==> config.mk <==
export PLATFORM = sky130hd
export DESIGN_NAME = bb3_front_flat
export DESIGN_NICKNAME = d
export VERILOG_FILES = /design/src/rtl/bb3_pkg.sv /design/src/rtl/bb3_in_if.sv /design/src/rtl/bb3_front.sv /design/src/flat_wrapper.sv
export SDC_FILE = /design/constraint.sdc
export NUM_CORES = 1
export LEC_CHECK = 0
export BUFFER_PORTS_ARGS = -buffer_cell sky130_fd_sc_hd__buf_2
export CAP_MARGIN = 20
export CORE_ASPECT_RATIO = 1.75
export CORE_UTILIZATION = 45
export CTS_CLUSTER_SIZE = 24
export DETAILED_ROUTE_END_ITERATION = 7
export PLACE_DENSITY = 0.72
export REMOVE_ABC_BUFFERS = 1
export SYNTH_ARGS = -nofsm -noshare
export SYNTH_HDL_FRONTEND = slang
export SYNTH_SLANG_ARGS = --single-unit
==> constraint.sdc <==
create_clock -name clk -period 5.5 [get_ports clk]
set_clock_uncertainty 0.15 [all_clocks]
set_input_delay 1.65 -clock clk [delete_from_list [all_inputs] [get_ports clk]]
set_output_delay 1.65 -clock clk [all_outputs]
set_load 0.1 [all_outputs]
==> src/rtl/bb3_pkg.sv <==
package bb3_pkg;

    localparam int CH_W            = 8;
    localparam int PIX_W           = 3 * CH_W;
    localparam int CFG_W           = 11;
    localparam int CFG_IDX_W       = 2;
    localparam int MAX_WIDTH_DEF   = 1024;
    localparam int MAX_HEIGHT_DEF  = 1024;
    localparam int RESET_WIDTH     = 640;
    localparam int RESET_HEIGHT    = 480;
    localparam int QUEUE_DEPTH     = 4;

    // mean datapath: per-channel sum of up to nine pixels, then floor((2*sum+count)/(2*count))
    // as a multiply by a rounded-up reciprocal of 2*count
    localparam int SUM_W       = 12;
    localparam int CNT_W       = 4;
    localparam int N_W         = 13;
    localparam int RECIP_W     = 17;
    localparam int RECIP_SHIFT = 17;
    localparam int PROD_W      = N_W + RECIP_W;

    localparam logic [CFG_IDX_W-1:0] REG_WIDTH  = 2'd0;
    localparam logic [CFG_IDX_W-1:0] REG_HEIGHT = 2'd1;

    localparam logic CMD_PIXEL = 1'b0;

    typedef logic [PIX_W-1:0] pix_t;

    typedef struct packed {
        logic due;
        logic top;
        logic bottom;
        logic left;
        logic right;
        logic last;
    } flags_t;

    // one window column: row above, middle row, newest row
    typedef struct packed {
        pix_t up;
        pix_t mid;
        pix_t pix;
    } column_t;

    typedef struct packed {
        column_t col;
        flags_t  flags;
    } entry_t;

    function automatic logic [RECIP_W-1:0] recip(input logic [CNT_W-1:0] count);
        logic [RECIP_W-1:0] r;
        unique case (count)
            4'd1:    r = 17'd65536;
            4'd2:    r = 17'd32768;
            4'd3:    r = 17'd21846;
            4'd4:    r = 17'd16384;
            4'd6:    r = 17'd10923;
            4'd9:    r = 17'd7282;
            default: r = '0;
        endcase
        return r;
    endfunction

endpackage

==> src/rtl/bb3_in_if.sv <==
interface bb3_in_if;
    logic                      valid;
    logic                      ready;
    logic                      command;
    logic [bb3_pkg::CH_W-1:0]  in_red;
    logic [bb3_pkg::CH_W-1:0]  in_green;
    logic [bb3_pkg::CH_W-1:0]  in_blue;

    modport source (output valid, command, in_red, in_green, in_blue, input ready);
    modport sink   (input valid, command, in_red, in_green, in_blue, output ready);
endinterface

==> src/rtl/bb3_front.sv <==
module bb3_front #(
    parameter int MAX_WIDTH  = bb3_pkg::MAX_WIDTH_DEF,
    parameter int MAX_HEIGHT = bb3_pkg::MAX_HEIGHT_DEF,
    parameter int QDEPTH     = bb3_pkg::QUEUE_DEPTH
) (
    input  logic                                         clk,
    input  logic                                         rst_n,
    input  logic                                         cfg_we,
    input  logic [bb3_pkg::CFG_IDX_W-1:0]                cfg_index,
    input  logic [bb3_pkg::CFG_W-1:0]                    cfg_data,
    bb3_in_if.sink                                       in_ch,
    input  logic [$clog2(QDEPTH+1)-1:0]                  q_count,
    output logic                                         q_push,
    output bb3_pkg::entry_t                              q_entry,
    output logic                                         ram_we,
    output logic [((MAX_WIDTH > 1) ? $clog2(MAX_WIDTH) : 1)-1:0] ram_waddr,
    output logic [2*bb3_pkg::PIX_W-1:0]                  ram_wdata,
    output logic [((MAX_WIDTH > 1) ? $clog2(MAX_WIDTH) : 1)-1:0] ram_raddr,
    input  logic [2*bb3_pkg::PIX_W-1:0]                  ram_rdata
);

    localparam int CW  = (MAX_WIDTH > 1) ? $clog2(MAX_WIDTH) : 1;
    localparam int ORW = (MAX_HEIGHT > 1) ? $clog2(MAX_HEIGHT) : 1;
    localparam int RW  = $clog2(MAX_HEIGHT + 2);
    localparam int SW  = $clog2(MAX_WIDTH + 1);
    localparam int HW  = $clog2(MAX_HEIGHT + 1);
    localparam int QCW = $clog2(QDEPTH + 1);
    localparam int XA  = (SW > HW) ? SW : HW;
    localparam int XW  = ((XA > bb3_pkg::CFG_W) ? XA : bb3_pkg::CFG_W) + 2;
    localparam int PW  = bb3_pkg::PIX_W;
    localparam int RST_W = (bb3_pkg::RESET_WIDTH > MAX_WIDTH) ? MAX_WIDTH
                                                              : bb3_pkg::RESET_WIDTH;
    localparam int RST_H = (bb3_pkg::RESET_HEIGHT > MAX_HEIGHT) ? MAX_HEIGHT
                                                                : bb3_pkg::RESET_HEIGHT;

    logic [SW-1:0]  img_w_reg, img_w_next;
    logic [HW-1:0]  img_h_reg, img_h_next;
    logic [CW-1:0]  in_col_reg, in_col_next;
    logic [RW-1:0]  in_row_reg, in_row_next;
    logic [CW-1:0]  out_col_reg, out_col_next;
    logic [ORW-1:0] out_row_reg, out_row_next;

    logic             s1_valid_reg;
    logic [CW-1:0]    s1_addr_reg;
    bb3_pkg::pix_t    s1_pix_reg;
    bb3_pkg::flags_t  s1_flags_reg;
    logic             s1_fwd_reg;
    logic [2*PW-1:0]  fwd_data_reg;

    logic             accept, pending, push, due, col_wrap;
    bb3_pkg::pix_t    pix_in;
    bb3_pkg::flags_t  flags;
    logic [XW-1:0]    w_raw, h_raw;
    logic [2*PW-1:0]  rd;

    assign in_ch.ready = ((QCW + 1)'(q_count) + (QCW + 1)'(s1_valid_reg))
                         < (QCW + 1)'(QDEPTH);
    assign accept  = in_ch.valid && in_ch.ready;
    assign pending = XW'(in_row_reg) < XW'(img_h_reg);
    assign push    = accept && (!pending || (in_ch.command == bb3_pkg::CMD_PIXEL));
    assign pix_in  = pending ? {in_ch.in_red, in_ch.in_green, in_ch.in_blue} : '0;
    assign due     = (in_row_reg >= RW'(2)) || ((in_row_reg == RW'(1)) && (in_col_reg != '0));
    assign col_wrap = (XW'(in_col_reg) + XW'(1)) >= XW'(img_w_reg);

    always_comb
    begin
        flags.due    = due;
        flags.top    = (out_row_reg != '0);
        flags.bottom = (XW'(out_row_reg) + XW'(1)) < XW'(img_h_reg);
        flags.left   = (out_col_reg != '0);
        flags.right  = (XW'(out_col_reg) + XW'(1)) < XW'(img_w_reg);
        flags.last   = !flags.bottom && !flags.right;
    end

    // clamp sizes: zero acts as one, above the maximum acts as the maximum
    always_comb
    begin
        w_raw = XW'(cfg_data);
        h_raw = XW'(cfg_data);
        if (w_raw == '0)
        begin
            w_raw = XW'(1);
        end
        if (w_raw > XW'(MAX_WIDTH))
        begin
            w_raw = XW'(MAX_WIDTH);
        end
        if (h_raw == '0)
        begin
            h_raw = XW'(1);
        end
        if (h_raw > XW'(MAX_HEIGHT))
        begin
            h_raw = XW'(MAX_HEIGHT);
        end
    end

    always_comb
    begin
        img_w_next   = img_w_reg;
        img_h_next   = img_h_reg;
        in_col_next  = in_col_reg;
        in_row_next  = in_row_reg;
        out_col_next = out_col_reg;
        out_row_next = out_row_reg;
        if (cfg_we)
        begin
            if (cfg_index == bb3_pkg::REG_WIDTH || cfg_index == bb3_pkg::REG_HEIGHT)
            begin
                if (cfg_index == bb3_pkg::REG_WIDTH)
                begin
                    img_w_next = SW'(w_raw);
                end
                else
                begin
                    img_h_next = HW'(h_raw);
                end
                in_col_next  = '0;
                in_row_next  = '0;
                out_col_next = '0;
                out_row_next = '0;
            end
        end
        else if (push)
        begin
            if (col_wrap)
            begin
                in_col_next = '0;
                in_row_next = in_row_reg + RW'(1);
            end
            else
            begin
                in_col_next = in_col_reg + CW'(1);
            end
            if (due)
            begin
                if (flags.last)
                begin
                    in_col_next  = '0;
                    in_row_next  = '0;
                    out_col_next = '0;
                    out_row_next = '0;
                end
                else if (!flags.right)
                begin
                    out_col_next = '0;
                    out_row_next = out_row_reg + ORW'(1);
                end
                else
                begin
                    out_col_next = out_col_reg + CW'(1);
                end
            end
        end
    end

    always_ff @(posedge clk or negedge rst_n)
    begin
        if (!rst_n)
        begin
            img_w_reg    <= SW'(RST_W);
            img_h_reg    <= HW'(RST_H);
            in_col_reg   <= '0;
            in_row_reg   <= '0;
            out_col_reg  <= '0;
            out_row_reg  <= '0;
            s1_valid_reg <= 1'b0;
        end
        else
        begin
            img_w_reg    <= img_w_next;
            img_h_reg    <= img_h_next;
            in_col_reg   <= in_col_next;
            in_row_reg   <= in_row_next;
            out_col_reg  <= out_col_next;
            out_row_reg  <= out_row_next;
            s1_valid_reg <= push;
        end
    end

    // line store read-modify-write: the word written now is forwarded to a read
    // of the same column issued in the same cycle
    always_ff @(posedge clk)
    begin
        if (push)
        begin
            s1_addr_reg  <= in_col_reg;
            s1_pix_reg   <= pix_in;
            s1_flags_reg <= flags;
            s1_fwd_reg   <= s1_valid_reg && (s1_addr_reg == in_col_reg);
        end
        fwd_data_reg <= ram_wdata;
    end

    assign rd        = s1_fwd_reg ? fwd_data_reg : ram_rdata;
    assign ram_raddr = in_col_reg;
    assign ram_we    = s1_valid_reg;
    assign ram_waddr = s1_addr_reg;
    assign ram_wdata = {rd[PW-1:0], s1_pix_reg};

    assign q_push          = s1_valid_reg;
    assign q_entry.col.up  = rd[2*PW-1:PW];
    assign q_entry.col.mid = rd[PW-1:0];
    assign q_entry.col.pix = s1_pix_reg;
    assign q_entry.flags   = s1_flags_reg;

endmodule

==> src/flat_wrapper.sv <==
// flat-port wrapper written by rule: the top's interface ports become plain ports
module bb3_front_flat 
#(
    parameter int MAX_WIDTH  = bb3_pkg::MAX_WIDTH_DEF,
    parameter int MAX_HEIGHT = bb3_pkg::MAX_HEIGHT_DEF,
    parameter int QDEPTH     = bb3_pkg::QUEUE_DEPTH
)
  (clk, rst_n, cfg_we, cfg_index, cfg_data, q_count, q_push, q_entry, ram_we, ram_waddr, ram_wdata, ram_raddr, ram_rdata, in_ch_valid, in_ch_command, in_ch_in_red, in_ch_in_green, in_ch_in_blue, in_ch_ready);
  bb3_in_if in_ch_i ();
  input  logic clk;
  input  logic rst_n;
  input  logic cfg_we;
  input  logic [bb3_pkg::CFG_IDX_W-1:0] cfg_index;
  input  logic [bb3_pkg::CFG_W-1:0] cfg_data;
  input  logic [$clog2(QDEPTH+1)-1:0] q_count;
  output logic q_push;
  output bb3_pkg::entry_t q_entry;
  output logic ram_we;
  output logic [((MAX_WIDTH > 1) ? $clog2(MAX_WIDTH) : 1)-1:0] ram_waddr;
  output logic [2*bb3_pkg::PIX_W-1:0] ram_wdata;
  output logic [((MAX_WIDTH > 1) ? $clog2(MAX_WIDTH) : 1)-1:0] ram_raddr;
  input  logic [2*bb3_pkg::PIX_W-1:0] ram_rdata;
  input wire logic [$bits(in_ch_i.valid)-1:0] in_ch_valid;
  input wire logic [$bits(in_ch_i.command)-1:0] in_ch_command;
  input wire logic [$bits(in_ch_i.in_red)-1:0] in_ch_in_red;
  input wire logic [$bits(in_ch_i.in_green)-1:0] in_ch_in_green;
  input wire logic [$bits(in_ch_i.in_blue)-1:0] in_ch_in_blue;
  output wire logic [$bits(in_ch_i.ready)-1:0] in_ch_ready;
  assign in_ch_i.valid = in_ch_valid;
  assign in_ch_i.command = in_ch_command;
  assign in_ch_i.in_red = in_ch_in_red;
  assign in_ch_i.in_green = in_ch_in_green;
  assign in_ch_i.in_blue = in_ch_in_blue;
  assign in_ch_ready = in_ch_i.ready;
  bb3_front #(.MAX_WIDTH(MAX_WIDTH), .MAX_HEIGHT(MAX_HEIGHT), .QDEPTH(QDEPTH)) u_core (.clk(clk), .rst_n(rst_n), .cfg_we(cfg_we), .cfg_index(cfg_index), .cfg_data(cfg_data), .in_ch(in_ch_i), .q_count(q_count), .q_push(q_push), .q_entry(q_entry), .ram_we(ram_we), .ram_waddr(ram_waddr), .ram_wdata(ram_wdata), .ram_raddr(ram_raddr), .ram_rdata(ram_rdata));
endmodule
==> results of run 1 <==
==> cells in the final DEF, fill, tap and decap left out, drive strengths merged, types with 10 or more instances in the layout <==
cell type	Yosys	layout
a21o	10	10
a21oi	24	24
and2	28	28
and3	16	16
buf	55	246
clkbuf	18	24
dfrtp	58	58
dfxtp	48	48
edfxtp	41	41
ha	50	50
inv	34	35
mux2	55	55
nand2	78	78
nand2b	25	25
nand3	18	18
nor2	14	14
nor3	19	19
o21ai	51	51
xnor2	21	21
==> power breakdown <==
group	leakage, uW	total, uW	switching [uW]	internal (uW)
Sequential	0.00164	1310	63.0	1250
Clock	0.000294	1180	471	706
Combinational	0.00252	995	784	212
Total	0.00445	3490	1320	2170
==> final timing paths <==
path,slack (ns),startpoint,end
min reg2reg,0.24,u_core.s1_pix_reg[21],u_core.fwd_data_reg[21]
max in group asynchronous,3.14,rst_n,u_core.img_h_reg[8]
max reg2reg,1.44,u_core.out_row_reg[0],u_core.out_row_reg[7]
max,1.24,q_count[0],in_ch_ready
min,0.24,u_core.s1_pix_reg[21],u_core.fwd_data_reg[21]
min in group asynchronous,1.10,rst_n,u_core.out_col_reg[3]
==> area by class of cell <==
class	count	area share [%]
timing repair buffer	246	13.0
inverter	34	1.34
clock inverter	8	0.852
clock buffer	24	5.40
sequential	153	39.8
tap	227	2.97
multi-input combinational	489	36.6
==> layer usage <==
layer	GRT usage (%)	vias to the layer above
met2	41.9	245
met4	10.5	0
li1	-	2979
met1	24.0	2917
met5	0	-
met3	6.48	37
==> cells by family (layout without fill, tap and decap cells) <==
group           Yosys count  after routing  synth area share [%]
simple gates            234            234                  15.4
flops                   153            153                  48.3
compound gates          122            122                  9.78
buf+inv                 107            312                  7.52
mux                      55             55                  7.87
fa+ha+maj                50             50                  7.95
xor+xnor                 28             28                  3.12
==> metrics by stage <==
stage / TNS [ns] / setup WS (ns) / total power, uW / hold slack [ns] / utilization (%)
after floorplan: -32.73 / -0.782 / 2100 / 0.300 / -
after global placement: 0 / 1.27 / 2320 / 0.216 / 52.6
after detailed placement: 0 / 1.26 / 2330 / 0.225 / 52.6
after CTS: 0 / 1.26 / 3510 / 0.235 / 56.1
after global routing: 0 / 1.06 / 3630 / 0.239 / 56.1
final: 0 / 1.24 / 3490 / 0.236 / 56.1
==> impl_metrics.csv, run 1 <==
group,metric,value,unit
placed_design,place_congestion,0.851,
global_route,grt_pass1_vias,5968,
sta,setup_viol,0,
yosys,synth-seq-cells,153,
route,routed.top_layer,"met4",
layout,drive_gt1_share,36.3,%
route,dr.pass1.iters,4,
critical_path,cp.depth,3,
route,first_iter_violations,277,
floorplan,core_area,17000,um2
sta,relSlewSlack,33.2,%
route,post_drt_wl_per_cell,17.2,um
layout,syn_to_final_growth,21.4,%
placed_design,placed_area,8950,um2
layout,regArea,3800,um2
global_route,grt_max_degree,49,
sta,worst_slew_pin_slew,1.00,ns
yosys,yosys_warnings,0,
layout,antennaDiodeCount,0,
clock_tree,ctsHoldBuffers,0,
clock_tree,cts_buffers,17,
floorplan,die_width,102,um
critical_path,crit_type,"in2out",
power_and_ir_drop,p_leak,0.00445,uW
route,drc_errors,0,
clock_tree,h-tree-depth,4,
global_route,grt_pass1_wl,31000,um
sta,max_freq,235,MHz
clock_tree,path_clk_slew,0.06,ns
layout,instances_no_fill,1181,
critical_path,cp-end-kind,"primary output",
run,cap_violations,0,
critical_path,worstPathRequired,3.70,ns
floorplan,rows,63,
yosys,avgSynthCellArea,10.5,um2
sta,fin_crit,4.26,ns
critical_path,cp_common_cell,"buf_2",
critical_path,reg2reg_depth,14,
layout,nets,1084,
yosys,synth.top_cells.by_count,"78 x nand2_1, 58 x dfrtp_1, 55 x mux2_2, 51 x o21ai_0, 50 x ha_1",
clock_tree,cts_tree,"built",
route,met2_length,10600,um
placed_design,place_inst,1149,
sta,rsz0062_at_grt,"no",
critical_path,critPathLaunchType,"input pin",
critical_path,critPathMaxStageDelay,0.50,ns
critical_path,crit_slowest_cell,"buf_2",
global_route,antenna_found_initial,0,
route,wl_met1,7490,um
yosys,synth_top_area_share,18.5,%
yosys,yosysMostFrequentCell,"nand2_1",
critical_path,path_cells,"buf_2 -> a31oi_1 -> buf_2",
placed_design,dp_hpwl,15800,um
clock_tree,cts-resized-gates,0,
clock_tree,numClockSinks,153,
route,routed_wl,20400,um
sta,fin_crit_sh,77.4,%
route,routed_via_density,5.23,
yosys,synth_area_leaders,"dfrtp_1 18%, edfxtp_1 16%, dfxtp_1 12%, ha_1 8.0%, mux2_2 7.9%",
placed_design,portBuffers,241,
sta,maxSlewViolCount,0,
sta,finalHoldViolCount,0,
yosys,synthFlopType,"dfrtp_1",
global_route,grt_usage,23.0,%
power_and_ir_drop,irDropWorstVdd,0.000182,V
route,num_vias,6178,
yosys,ys_seq_area_share,48.3,%
floorplan,start_util,46.2,%
clock_tree,clk_path_buf_depth,2,
yosys,postSynth.asyncResetShare,41.8,%
worst_hold_path,worstHoldPathType,"reg2reg",
layout,multi_input_area,3500,um2
clock_tree,cts_setup_buffers,0,
floorplan,die_y,177,um
critical_path,worstPathArrival,2.46,ns
route,routed-wl-met3,1590,um
run_status,status,"complete, no violations",
route,ant_nets,0,
global_route,overflow,0,
layout,largest_reg_flops,48,
critical_path,critPathBufInv,2,
clock_tree,cts-root-buf,"clkbuf_16",
floorplan,die_area,18000,um2
clock_tree,clk-insertion-delay-late,0.43,ns
worst_hold_path,hold_depth,0,
yosys,synth_area,7870,um2
critical_path,crit_fanout,2,
yosys,synth_edf_count,41,
yosys,synth_cell_types,52,
yosys,netlist_instances,749,
floorplan,ioPinCount,242,
layout,n_fill_cell,1517,
power_and_ir_drop,powerDensity,365,nW/um2
layout,final_area,9550,um2
critical_path,crit_family,"buffers and inverters",
yosys,synth_top_cell_by_area,"dfrtp_1",
Note: power is estimated with default switching activity, not from simulation.
==> run 2: changes to the inputs <==
--- a/config.mk
+++ b/config.mk
@@ -11,7 +11,7 @@
 export CORE_UTILIZATION = 45
 export CTS_CLUSTER_SIZE = 24
 export DETAILED_ROUTE_END_ITERATION = 7
-export PLACE_DENSITY = 0.72
+export PLACE_DENSITY = 0.74
 export REMOVE_ABC_BUFFERS = 1
 export SYNTH_ARGS = -nofsm -noshare
 export SYNTH_HDL_FRONTEND = slang
==> constraint.sdc (replaced) <==
create_clock -name clk -period 3.4 [get_ports clk]
set_clock_uncertainty 0.15 [all_clocks]
set_input_delay 1.02 -clock clk [delete_from_list [all_inputs] [get_ports clk]]
set_output_delay 1.02 -clock clk [all_outputs]
set_load 0.1 [all_outputs]
==> impl_metrics.csv, run 2 (synthesis results as in run 1) <==
group,metric,value,unit
layout,multi_input_area,3830,um2
run_status,status,"complete, no violations",
global_route,busiest_layer,"met2",
power_and_ir_drop,p_seq_share,36.7,%
sta,fin_crit,3.34,ns
sta,maxSlewViolCount,0,
critical_path,reg2reg_slack,0.06,ns
critical_path,crit_fanout,5,
critical_path,worstPathRequired,3.60,ns
critical_path,crit_slowest_cell,"or4_4",
worst_hold_path,hold_depth,0,
critical_path,worstPathArrival,3.54,ns
floorplan,ioPinCount,242,
global_route,overflow,0,
power_and_ir_drop,combinationalPowerShare,31.9,%
sta,setup_viol,0,
clock_tree,h-tree-depth,4,
sta,finalHoldViolCount,0,
sta,fin_crit_sh,98.2,%
sta,relSlewSlack,60.3,%
route,ant_nets,0,
floorplan,die_width,102,um
route,routed_via_density,5.30,
route,post_drt_wl_per_cell,18.1,um
clock_tree,cts_tree,"built",
power_and_ir_drop,internal_power,3500,uW
clock_tree,cts-root-buf,"clkbuf_16",
clock_tree,numClockSinks,153,
clock_tree,ctsHoldBuffers,0,
layout,layout_common_cells,"241 x buf_2, 75 x nand2_1, 57 x dfrtp_1, 53 x mux2_2, 48 x dfxtp_1",
global_route,grt_usage,24.4,%
global_route,grt_pass1_vias,6287,
route,dr.pass1.iters,6,
clock_tree,path_clk_slew,0.06,ns
power_and_ir_drop,p_leak,0.00475,uW
sta,rsz0062_at_grt,"yes",
run,cap_violations,0,
route,drc_errors,0,
layout,drive_gt1_share,44.0,%
power_and_ir_drop,switchingPower,2210,uW
power_and_ir_drop,switching_share,38.7,%
layout,syn_to_final_growth,30.2,%
global_route,grt_max_degree,49,
power_and_ir_drop,p_clk_share,31.4,%
power_and_ir_drop,power,5710,uW
worst_hold_path,worstHoldPathType,"reg2reg",
placed_design,place_congestion,0.904,
layout,n_fill_cell,1446,
layout,final_common_cell,"buf_2",
layout,antennaDiodeCount,0,
critical_path,critPathMaxStageDelay,0.52,ns
floorplan,rows,63,
layout,nets,1130,
critical_path,reg2reg_depth,12,
placed_design,dp_slack,-0.0685,ns
global_route,grt_pass1_wl,32500,um
clock_tree,clk-insertion-delay-late,0.43,ns
placed_design,portBuffers,241,
floorplan,core_area,17000,um2
global_route,use_met2,43.9,%
route,first_iter_violations,326,
critical_path,path_cells,"nand2_1 -> nor3_2 -> and4_4 -> nand2b_4 -> nand2_2 -> ha_4 -> and4_4 -> o211ai_1 -> o211a_4 -> or4_4 -> or4_4 -> o21ai_2",
floorplan,start_util,46.2,%
placed_design,dp_hpwl,16700,um
critical_path,critPathLaunchType,"flip-flop",
floorplan,die_area,18000,um2
clock_tree,cts_buffers,17,
sta,max_freq,300,MHz
critical_path,crit_type,"reg2reg",
sta,worst_slew_pin_slew,0.595,ns
sta,fin_ws,0.0616,ns
power_and_ir_drop,powerDensity,558,nW/um2
global_route,antenna_found_initial,0,
critical_path,cp-end-kind,"flip-flop",
global_route,grtUsageMet3,8.10,%
route,routed_wl,22200,um
power_and_ir_drop,irDropWorstVdd,0.000284,V
floorplan,die_y,177,um
clock_tree,clk_path_buf_depth,2,
layout,largest_reg_flops,48,
route,num_vias,6508,
global_route,grt_use_met1,24.7,%
layout,regArea,3800,um2
run 2: repair_timing:
item                       CTS  global route
buffers inserted             2            11
setup endpoints to repair   20            41
pin swaps                    4            26
gates resized for setup      8            61
run 2: worst paths after layout:
check                                       from                 endpoint
max                          u_core.ram_raddr[3]    u_core.in_row_reg[10]
min                        u_core.s1_pix_reg[16]  u_core.fwd_data_reg[16]
max reg2reg                  u_core.ram_raddr[3]    u_core.in_row_reg[10]
min reg2reg                u_core.s1_pix_reg[16]  u_core.fwd_data_reg[16]
max in group asynchronous                  rst_n      u_core.img_h_reg[6]
min in group asynchronous                  rst_n    u_core.out_col_reg[2]
run 2: worst max-delay path, delay by kind of cell (launching register included):
kind | cells | cell delay [ns]
simple gates | 8 | 1.93
fa+ha+maj | 1 | 0.27
flops | 1 | 0.41
compound gates | 3 | 0.49
run 2: cell type report:
class                   count  share of cell area [%]
multi-input cells         489                    37.4
inverters                  34                    1.25
repair buffers            292                    16.0
clock buffers              23                    4.79
flip-flops and latches    153                    37.1
well taps                 227                    2.77
clock inverters             9                   0.587
run 2: through the flow:
stage          cells  cell area, um2  TNS [ns]  util (%)  hold WS, ns
2_1_floorplan    676            7400   -151.94         -        0.300
3_3_place_gp    1184            9250   -0.0728      54.3        0.217
3_5_place_dp    1184            9250    -0.552      54.3        0.223
4_1_cts         1218            9850         0      57.9        0.237
5_1_grt         1227           10200    -0.277      60.1        0.253
6_report        1227           10200         0      60.1        0.237
run 2: power groups by stage:
stage                     Clock [uW]  Combinational [uW]  Sequential [uW]
after floorplan                    0                 873             2520
after global placement             0                1700             2130
after detailed placement           0                1720             2130
after CTS                       1820                1740             2090
after global routing            1900                1930             2110
final                           1790                1820             2100
run 2: routing by layer:
metal	share of wire [%]	vias to the layer above
met1	35	3101
met4	3.5	0
li1	-	3064
met3	8.0	57
met2	53	286
met5	0	-
==> run 3: changes to the inputs <==
--- a/config.mk
+++ b/config.mk
@@ -12,7 +12,6 @@
 export CTS_CLUSTER_SIZE = 24
 export DETAILED_ROUTE_END_ITERATION = 7
 export PLACE_DENSITY = 0.74
-export REMOVE_ABC_BUFFERS = 1
 export SYNTH_ARGS = -nofsm -noshare
 export SYNTH_HDL_FRONTEND = slang
 export SYNTH_SLANG_ARGS = --single-unit
==> impl_metrics.csv, run 3 (synthesis results as in run 1) <==
group,metric,value,unit
route,first_iter_violations,504,
critical_path,crit_fanout,7,
worst_hold_path,hp-start,"u_core.s1_pix_reg[1]",
global_route,grt_pass1_vias,6185,
clock_tree,clk_path_buf_depth,2,
run_status,violations,"negative setup slack",
layout,post-route-util,60.3,%
sta,maxSlewViolCount,0,
critical_path,cp.depth,15,
clock_tree,cts-root-buf,"clkbuf_16",
clock_tree,clk-insertion-delay-late,0.42,ns
layout,n_fill_cell,1445,
critical_path,worstPathRequired,3.54,ns
critical_path,crit_family,"simple AND/OR/NAND/NOR gates",
clock_tree,h-tree-depth,4,
global_route,antenna_found_initial,0,
floorplan,die_y,177,um
critical_path,crit_path_end,"u_core.out_row_reg[7]",
power_and_ir_drop,switching_share,36.6,%
route,dr.pass1.iters,6,
layout,syn_to_final_growth,30.6,%
layout,drive_gt1_share,44.2,%
route,num_vias,6451,
critical_path,worstReg2RegEnd,"u_core.out_row_reg[7]",
power_and_ir_drop,p_leak,0.00475,uW
clock_tree,cts_buffers,17,
critical_path,crit_type,"reg2reg",
critical_path,path_cells,"ha_2 -> nand3_2 -> inv_2 -> and3_4 -> nand3_4 -> xnor2_2 -> ha_1 -> nand4_1 -> nor3_1 -> a211oi_2 -> a21oi_4 -> or2_4 -> nor2_1 -> buf_4 -> a221o_1",
sta,fin_crit,3.42,ns
critical_path,cp-end-kind,"flip-flop",
critical_path,reg2reg_slack,-0.02,ns
clock_tree,cts_tree,"built",
power_and_ir_drop,internal_power,3710,uW
sta,relSlewSlack,56.5,%
global_route,grt_max_degree,49,
placed_design,place_congestion,0.880,
critical_path,reg2reg_depth,15,
run,cap_violations,0,
power_and_ir_drop,switchingPower,2140,uW
floorplan,die_area,18000,um2
floorplan,rows,63,
clock_tree,ctsHoldBuffers,0,
route,drc_errors,0,
route,routed_via_density,5.27,
run_status,status,"finished, violations left",
global_route,grt_pass1_wl,30500,um
sta,fin_ws,-0.0159,ns
power_and_ir_drop,combinationalPowerShare,30.2,%
placed_design,portBuffers,241,
floorplan,start_util,46.2,%
clock_tree,numClockSinks,153,
critical_path,crit_start,"u_core.out_row_reg[0]",
sta,fin_crit_sh,100,%
critical_path,crit_slowest_cell,"dfrtp_1",
layout,final_common_cell,"buf_2",
layout,layout_common_cells,"242 x buf_2, 76 x nand2_1, 55 x mux2_2, 49 x dfrtp_1, 48 x dfxtp_1",
clock_tree,path_clk_slew,0.06,ns
power_and_ir_drop,p_clk_share,33.5,%
critical_path,critPathBufInv,2,
sta,worst_slew_pin_slew,0.652,ns
route,routed_wl,20700,um
worst_hold_path,worstHoldPathType,"reg2reg",
sta,setup_viol,3,
floorplan,core_area,17000,um2
layout,largest_reg_flops,48,
critical_path,critPathLaunchType,"flip-flop",
layout,nets,1128,
sta,max_freq,293,MHz
power_and_ir_drop,p_seq_share,36.3,%
critical_path,worstPathArrival,3.56,ns
layout,antennaDiodeCount,0,
route,post_drt_wl_per_cell,16.9,um
yosys,syn_nets,892,
power_and_ir_drop,irDropWorstVdd,0.000304,V
sta,rsz0062_at_grt,"yes",
global_route,overflow,0,
power_and_ir_drop,powerDensity,570,nW/um2
sta,finalHoldViolCount,0,
global_route,grt_usage,22.5,%
route,ant_nets,0,
floorplan,ioPinCount,242,
critical_path,critPathMaxStageDelay,0.41,ns
floorplan,die_width,102,um
critical_path,r2r_start,"u_core.out_row_reg[0]",
placed_design,dp_hpwl,15200,um
placed_design,dp_slack,-0.0411,ns
==> run 3: changes by cell type in the layout (fill, tap and decap cells not counted), moves of 4 or more <==
cell | before | now
dfrtp_4 | 0 | 5
dfrtp_1 | 57 | 49
clkbuf_16 | 19 | 23
inv_4 | 4 | 0
==> run 3: worst reg2reg max path: cells and delay by family (launching register included) <==
kind	cells	cell delay, ns
and+or+nand+nor	7	1.11
adders and majority gates	2	0.53
DFF	1	0.41
buffers and inverters	2	0.23
xor gates and xnor gates	1	0.18
AOI/OAI and AO/OA	3	0.69
==> run 3: worst min-delay path by stage <==
stage                                          to  cells past startpoint  slack [ns]
after floorplan               u_core.img_h_reg[1]                      2        0.30
after global placement    u_core.fwd_data_reg[14]                      0        0.22
after detailed placement  u_core.fwd_data_reg[18]                      0        0.22
after CTS                  u_core.fwd_data_reg[1]                      0        0.24
after global routing       u_core.fwd_data_reg[1]                      0        0.25
final                      u_core.fwd_data_reg[1]                      0        0.23
==> run 3: per-stage QoR <==
step | total power [uW] | std cells | TNS [ns] | area, um2 | hold WS [ns]
2_1_floorplan | 3490 | 749 | 0 | 7970 | 0.300
3_3_place_gp | 3810 | 1175 | 0 | 9250 | 0.220
3_5_place_dp | 3830 | 1175 | -0.163 | 9250 | 0.220
4_1_cts | 5810 | 1208 | 0 | 9900 | 0.237
5_1_grt | 6100 | 1225 | -1.40 | 10300 | 0.250
6_report | 5850 | 1225 | -0.0174 | 10300 | 0.229
==> run 3: final cells by class <==
class,count,area (um2),share of cell area [%]
Multi-Input combinational cell,490,3790,36.9
Tap cell,227,284,2.77
Clock buffer,30,622,6.06
Sequential cell,153,3820,37.2
Timing Repair Buffer,289,1610,15.6
Inverter,34,128,1.24
Clock inverter,2,13.8,0.134
==> run 3: layer usage <==
layer | track usage [%] | part of all wire (%)
met4 | 11.4 | 3.9
met1 | 22.2 | 35
met5 | 0 | 0
met2 | 42.9 | 55
met3 | 4.90 | 5.8
==> run 3: repair_timing <==
action | 4_1_cts | 5_1_grt
resized for setup | 1 | 54
setup endpoints to repair | 18 | 36
cloned | 0 | 2
pin swaps | 2 | 20
buffers inserted | 1 | 15
==> run 3: power groups by stage <==
stage	clock network [uW]	registers, uW	logic [uW]
2_1_floorplan	0	2420	1070
3_3_place_gp	0	2160	1640
3_5_place_dp	0	2170	1660
4_1_cts	2000	2130	1680
5_1_grt	2090	2140	1870
6_report	1960	2120	1770
